**src/rtl/core/fqsr_pkg.sv**
```systemverilog
// ---------------------------------------------------------------------------
// fqsr_pkg: shared types and constants for the handle queue
// Sizes of the queue, request kind codes and the control bundle that the
// queue controller hands to every storage cell.
// ---------------------------------------------------------------------------
package fqsr_pkg;

  // Queue geometry
  localparam int unsigned Depth    = 16;
  localparam int unsigned HandleW  = 32;
  localparam int unsigned CountW   = $clog2(Depth + 1);
  localparam int unsigned KindW    = 2;
  localparam int unsigned OutDataW = 40;

  // Request kinds
  typedef enum logic [KindW-1:0] {
    KIND_APPEND = 2'd0,
    KIND_POP    = 2'd1,
    KIND_REMOVE = 2'd2,
    KIND_FIND   = 2'd3
  } kind_e;

  typedef logic [HandleW-1:0] handle_t;
  typedef logic [CountW-1:0]  count_t;

  // Control common to all cells
  typedef struct packed {
    logic    cmp_en;     // latch key compare result
    handle_t cmp_key;    // key compared on accept
    handle_t wr_key;     // key written at the tail
    logic    shift_pop;  // every cell takes its upper neighbor
    logic    shift_rm;   // cells from the first hit up take their neighbor
  } cell_ctrl_t;

endpackage

```
**src/rtl/core/fifo_queue_with_search_remove_core.sv**
```systemverilog
// ---------------------------------------------------------------------------
// fifo_queue_with_search_remove_core: ordered handle queue with delete-by-key
// Sixteen-slot FIFO of handles supporting append, pop-front, remove of the
// first matching handle, and find. One result per request.
// ---------------------------------------------------------------------------
// Each request runs through S_IDLE and S_EXEC: in the accept cycle every slot
// compares its handle to the key in parallel; in S_EXEC, once the result register
// is free, a first-hit chain through the slot row picks the entry to delete, the
// slots above it shift down one place, and the result is loaded into the output
// register. A new request is accepted while a result still waits on the output; a
// stalled output holds S_EXEC until the result register frees up. Slot 0 is the head.
// Appending to a full queue, popping an empty one, or removing an absent
// handle leaves the queue unchanged and returns ok = 0.
module fifo_queue_with_search_remove_core (
  input  logic                   clk_i,
  input  logic                   rst_ni,
  // Request stream
  input  logic                   s_tvalid_i,
  output logic                   s_tready_o,
  input  logic [31:0]            s_tdata_i,   // [31:0] handle
  input  logic [1:0]             s_tuser_i,   // [1:0] kind
  // Result stream
  output logic                   m_tvalid_o,
  input  logic                   m_tready_i,
  output logic [39:0]            m_tdata_o    // [31:0] popped_handle, [32] ok,
                                              // [37:33] entry_count, [39:38] zero
);
  import fqsr_pkg::*;

  typedef enum logic {
    S_IDLE,
    S_EXEC
  } state_e;

  state_e     state_q;
  kind_e      kind_q;
  handle_t    key_q;
  count_t     count_q;
  logic       out_valid_q;
  handle_t    popped_q;
  logic       ok_q;
  count_t     out_count_q;

  cell_ctrl_t ctrl;
  logic       accept;
  logic       go;
  logic       found;
  logic       not_full;
  logic       not_empty;
  logic       op_ok;
  count_t     count_d;

  handle_t    entry   [Depth];
  logic       hit     [Depth+1];
  logic       live    [Depth];
  logic       tail_wr [Depth];

  assign s_tready_o = (state_q == S_IDLE);
  assign accept     = s_tvalid_i & s_tready_o;
  assign go         = (state_q == S_EXEC) & (~out_valid_q | m_tready_i);

  assign not_full  = (count_q < count_t'(Depth));
  assign not_empty = (count_q != '0);
  assign found     = hit[Depth];

  // Control to the slot row
  always_comb begin
    ctrl.cmp_en    = accept;
    ctrl.cmp_key   = s_tdata_i[HandleW-1:0];
    ctrl.wr_key    = key_q;
    ctrl.shift_pop = go & (kind_q == KIND_POP) & not_empty;
    ctrl.shift_rm  = go & (kind_q == KIND_REMOVE);
  end

  // Slot row
  assign hit[0] = 1'b0;
  for (genvar g = 0; g < Depth; g++) begin : g_cell
    localparam count_t Idx = count_t'(g);
    handle_t next_entry;

    assign live[g]    = (Idx < count_q);
    assign tail_wr[g] = go & (kind_q == KIND_APPEND) & not_full & (count_q == Idx);

    if (g == Depth - 1) begin : g_top
      assign next_entry = '0;
    end else begin : g_mid
      assign next_entry = entry[g+1];
    end

    fqsr_cell u_cell (
      .clk_i     (clk_i),
      .rst_ni    (rst_ni),
      .ctrl_i    (ctrl),
      .live_i    (live[g]),
      .tail_wr_i (tail_wr[g]),
      .next_i    (next_entry),
      .hit_i     (hit[g]),
      .hit_o     (hit[g+1]),
      .entry_o   (entry[g])
    );
  end

  // Outcome and new count
  always_comb begin
    op_ok   = 1'b0;
    count_d = count_q;
    unique case (kind_q)
      KIND_APPEND: begin
        op_ok = not_full;
        if (not_full) count_d = count_q + count_t'(1);
      end
      KIND_POP: begin
        op_ok = not_empty;
        if (not_empty) count_d = count_q - count_t'(1);
      end
      KIND_REMOVE: begin
        op_ok = found;
        if (found) count_d = count_q - count_t'(1);
      end
      KIND_FIND: begin
        op_ok = found;
      end
      default: begin
        op_ok = 1'b0;
      end
    endcase
  end

  // Sequencer, count and result register
  always_ff @(posedge clk_i or negedge rst_ni) begin
    if (!rst_ni) begin
      state_q     <= S_IDLE;
      count_q     <= '0;
      out_valid_q <= 1'b0;
      popped_q    <= '0;
      ok_q        <= 1'b0;
      out_count_q <= '0;
    end else begin
      // loaded by a finished request, freed when the sink takes it
      out_valid_q <= go | (out_valid_q & ~m_tready_i);
      unique case (state_q)
        S_IDLE: begin
          if (accept) state_q <= S_EXEC;
        end
        S_EXEC: begin
          if (go) begin
            count_q     <= count_d;
            popped_q    <= ((kind_q == KIND_POP) && not_empty) ? entry[0] : '0;
            ok_q        <= op_ok;
            out_count_q <= count_d;
            state_q     <= S_IDLE;
          end
        end
        default: state_q <= S_IDLE;
      endcase
    end
  end

  // Request payload
  always_ff @(posedge clk_i) begin
    if (accept) begin
      kind_q <= kind_e'(s_tuser_i);
      key_q  <= s_tdata_i[HandleW-1:0];
    end
  end

  assign m_tvalid_o = out_valid_q;
  assign m_tdata_o  = {2'b00, out_count_q, ok_q, popped_q};

endmodule

```
**src/rtl/core/fqsr_cell.sv**
```systemverilog
// ---------------------------------------------------------------------------
// fqsr_cell: one queue slot
// Holds one handle, compares it to the request key, and takes part in the
// first-hit chain that picks the slot to delete. Shifts in its upper
// neighbor's handle to close a gap.
// ---------------------------------------------------------------------------
module fqsr_cell (
  input  logic                clk_i,
  input  logic                rst_ni,
  input  fqsr_pkg::cell_ctrl_t ctrl_i,
  input  logic                live_i,     // slot holds a queued handle
  input  logic                tail_wr_i,  // slot is the append target
  input  fqsr_pkg::handle_t   next_i,     // handle of the upper neighbor
  input  logic                hit_i,      // a lower slot already matched
  output logic                hit_o,
  output fqsr_pkg::handle_t   entry_o
);
  import fqsr_pkg::*;

  handle_t entry_q;
  logic    match_q;
  logic    shift;

  // First-hit chain: this slot and all above it close the gap
  assign hit_o = hit_i | (match_q & live_i);
  assign shift = ctrl_i.shift_pop | (ctrl_i.shift_rm & hit_o);
  assign entry_o = entry_q;

  // Compare result, taken in the accept cycle
  always_ff @(posedge clk_i or negedge rst_ni) begin
    if (!rst_ni) begin
      match_q <= 1'b0;
    end else if (ctrl_i.cmp_en) begin
      match_q <= (entry_q == ctrl_i.cmp_key);
    end
  end

  // Slot data
  always_ff @(posedge clk_i) begin
    if (tail_wr_i) begin
      entry_q <= ctrl_i.wr_key;
    end else if (shift) begin
      entry_q <= next_i;
    end
  end

endmodule

```
**config.mk**
```make
export PLATFORM = sky130hd
export DESIGN_NAME = fifo_queue_with_search_remove_core
export DESIGN_NICKNAME = d
export VERILOG_FILES = /design/src/rtl/core/fqsr_pkg.sv /design/src/rtl/core/fifo_queue_with_search_remove_core.sv /design/src/rtl/core/fqsr_cell.sv
export SDC_FILE = /design/constraint.sdc
export NUM_CORES = 1
export LEC_CHECK = 0
export BUFFER_PORTS_ARGS = -buffer_cell sky130_fd_sc_hd__buf_2
export CAP_MARGIN = 20
export CORE_UTILIZATION = 35
export CTS_BUF_LIST = sky130_fd_sc_hd__clkbuf_16
export DETAILED_ROUTE_END_ITERATION = 10
export HOLD_SLACK_MARGIN = 0.05
export PLACE_DENSITY_LB_ADDON = 0.1
export SYNTH_ARGS = -nofsm -noshare
export SYNTH_HDL_FRONTEND = slang
export SYNTH_SLANG_ARGS = --single-unit
```
**constraint.sdc**
```tcl
create_clock -name clk_i -period 4.6 [get_ports clk_i]
set_input_delay 0.69 -clock clk_i [delete_from_list [all_inputs] [get_ports clk_i]]
set_output_delay 0.69 -clock clk_i [all_outputs]
set_load 0.01 [all_outputs]
```
==> results.ini <==
[detailed_routing]
vias = 19400
wl_per_cell_um = 34.3
avgViaCountPerCell = 5.55
dr.pass1.iters = 8
drtAntennaViolNets = 0
drt-total-wl_mm = 120
drc = 0
drt_iter0_drc = 1955

[cts]
cts_tree = built
clk_pin_slew_ps = 60
cts_htree_levels = 3
cts_setup_buffers = 0
cts-buffers-inserted = 74
clock-root-buffer = clkbuf_16
cts.sinks = 602
clock_latency_ps = 640
clockBufferDepth = 3
post_cts_resize_count = 0
holdBufCountCts = 0

[power_and_ir_drop]
power.density_mw_per_mm2 = 413
p_leak_nw = 12.1
vdd_ir_drop_max_mv = 0.265

[run]
maxCapViolCount = 0

[floorplan]
core_area_mm2 = 0.0882
start_util_pct = 35.3
ios = 80
fp.dieH_um = 300
die_w_um = 300
row_count = 109
die_area_mm2 = 0.0901

[sta]
rsz0062_at_grt = false
skew_ps = 22.2
worstMarginPinSlew_ps = 1160
slew_headroom_pct = 22.4
whs_ps = 217
maxSlewViolCount = 0
setup_viol = 0
max_freq_mhz = 248
tns_ps = 0
hold_viol_final = 0
fin_crit_sh_pct = 87.7
period_minus_slack_ps = 4030

[setup_path]
cpMaxStageDelayCell = nand3_2
r2r-start = out_count_q[1]
critPathKind = reg -> reg
cpPeakStageDelay_ps = 780
cp-end-kind = flip-flop
cp.required_ps = 4690
setup.worst_path.start = out_count_q[1]
arrival_ps = 4130
setup.worst_path.end = g_cell[14].u_cell.entry_o[29]
ff2ff_setup_slack_ps = 570
r2r_end = g_cell[14].u_cell.entry_o[29]
path_max_fanout = 32
crit_chain = inv_1 > ha_1 > or4b_1 > a21o_1 > a211oi_2 > o22ai_2 > o31ai_1 > nand3_2
startpoint_type = flip-flop
ff2ff_path_depth = 8

[global_routing]
antenna_found_initial = 5
grt_start_max_net_pins = 50
gr-usage-all-layers_pct = 26.7
grt_pass1_wl_mm = 167
grt-ovfl-total = 0
grt_pass1_vias = 20000

[synth]
synth_top_cell_by_area = edfxtp_1
synth_area_mm2 = 0.0311
synth_top_area_share_pct = 52.7
netlist_instances = 2207
synthFlopType = edfxtp_1
ys_seq_area_share_pct = 57.2
synthDistinctLibCells = 53
synth_area_leaders = edfxtp_1 53%, mux2_2 17%, xnor2_1 7.5%, xor2_1 6.9%, dfrtp_1 4.5%
ys_seq_elements = 602
ys_warn_count = 0
synth-edff-count = 546
synth.avg_cell_area_um2 = 14.1
async_reset_ff_share_pct = 9.30

[finish]
fin_nets = 2323
num-fill-cells = 8116
stdcell_count = 3500
syn_to_final_growth_pct = 13.6
stdcell_area_mm2 = 0.0354
drive_gt1_share_pct = 32.8

[run_status]
outcome = finished clean

[placement]
dp_cells = 3364
portBuffers = 77
hpwl_mm = 82.0
place_congestion = 0.899
placed_cell_area_mm2 = 0.0331

[worst_hold_path]
min_path_type = in -> async

-- critical path, delay by kind of cell, from the launching register on --
| kind | cells | cell delay, ps |
|---|---|---|
| AOI/OAI and AO/OA | 4 | 1170 |
| DFF | 1 | 570 |
| buffers and inverters | 1 | 240 |
| adders and majority gates | 1 | 210 |
| and+or+nand+nor | 2 | 1260 |
-- flip-flops by register name, indices dropped and copies added (netlist names) --
| signal | count |
|---|---|
| g_cell.u_cell.entry_o | 512 |
| g_cell.u_cell.match_q | 16 |
| key_q | 32 |
| kind_q | 2 |
| m_tvalid_o | 1 |
| ok_q | 1 |
| out_count_q | 5 |
| popped_q | 32 |
| state_q | 1 |
-- kinds of logic after synthesis --
kind of cell             share of synthesized area [%]
multiplexers                                      17.4
flip-flops                                        57.2
AND/OR/NAND/NOR                                   5.58
AO/OA/AOI/OAI                                     2.51
XOR/XNOR                                          14.5
adder cells (fa/ha/maj)                          0.402
buffers and inverters                             2.47
other                                           0.0120
-- power breakdown --
| group | internal, mW | switching (mW) | total [mW] |
|---|---|---|---|
| clock | 3.18 | 2.44 | 5.62 |
| combinational | 0.740 | 1.31 | 2.05 |
| sequential | 6.46 | 0.479 | 6.94 |
| total | 10.4 | 4.23 | 14.6 |
-- metrics by stage --
stage	power (mW)	utilization (%)	setup WS, ps
floorplan	8.07	-	615
global placement	9.06	37.4	722
detailed placement	9.07	37.5	691
CTS	14.7	40.1	664
global route	15.0	40.1	434
finish	14.6	40.1	565
-- layer usage --
metal	wire length (um)	share of wire, %	GRT usage (%)
met3	6470	5.4	3.77
met5	0	0	0
met2	57100	48	43.5
met1	53200	44	37.1
met4	3260	2.7	7.28
-- cells in the mapped netlist (2+ instances only) --
cell      instances
o31ai_1           4
a21oi_1          10
nor2_1           21
mux2_2          478
buf_1             4
nor3_1           23
and3_1            2
a21o_1            3
buf_4             4
nand2_1          37
mux2i_1           2
o22a_1            2
or2_2             3
nor4_1           65
inv_1            10
o21ai_0          30
nand3_1          24
a22o_1           34
clkbuf_1        123
and2_1           38
a21boi_0          2
nand4_1          78
buf_2            42
a211o_1           3
xnor2_1         267
o311ai_0          2
edfxtp_1        546
xor2_1          247
or3_1             2
ha_1             10
o211ai_1          7
nor3_2            5
dfrtp_1          56
a31oi_1           3
nand2b_1          2
-- worst min-delay path by stage --
stage | slack, ps | cells after the start | startpoint | to
after floorplan | 390 | 0 | rst_ni | g_cell[0].u_cell.match_q
after global routing | 220 | 1 | s_tuser_i[1] | kind_q[1]
after detailed placement | 490 | 1 | popped_q[4] | popped_q[4]
after CTS | 210 | 1 | s_tuser_i[0] | kind_q[0]
final | 220 | 1 | rst_ni | out_count_q[1]
after global placement | 490 | 1 | popped_q[25] | popped_q[25]
-- cell type report --
| class | count | area [um^2] | share of cell area [%] |
|---|---|---|---|
| Timing Repair Buffer | 165 | 1110 | 3.13 |
| Antenna cell | 1 | 2.50 | 0.00708 |
| Multi-Input combinational cell | 1421 | 12700 | 35.8 |
| Tap cell | 1165 | 1460 | 4.12 |
| Sequential cell | 602 | 17800 | 50.3 |
| Clock buffer | 78 | 1950 | 5.52 |
| Inverter | 11 | 41.3 | 0.117 |
| Clock inverter | 57 | 340 | 0.963 |
-- cells in the final DEF, fill, tap and decap left out, types with 7 or more instances in the layout --
master / count
and2_1: 37
buf_4: 84
inv_1: 28
mux2_2: 478
nand3_1: 22
clkinv_2: 11
o21ai_0: 26
a22o_1: 34
nand4_1: 78
edfxtp_1: 546
xnor2_1: 267
nand2_1: 37
nor4_1: 64
dfrtp_1: 56
clkbuf_16: 78
nor3_1: 23
ha_1: 10
nor2_1: 21
xor2_1: 247
a21oi_1: 10
clkinv_1: 16
buf_2: 77
o211ai_1: 7
(Power assumes the default switching activity.)
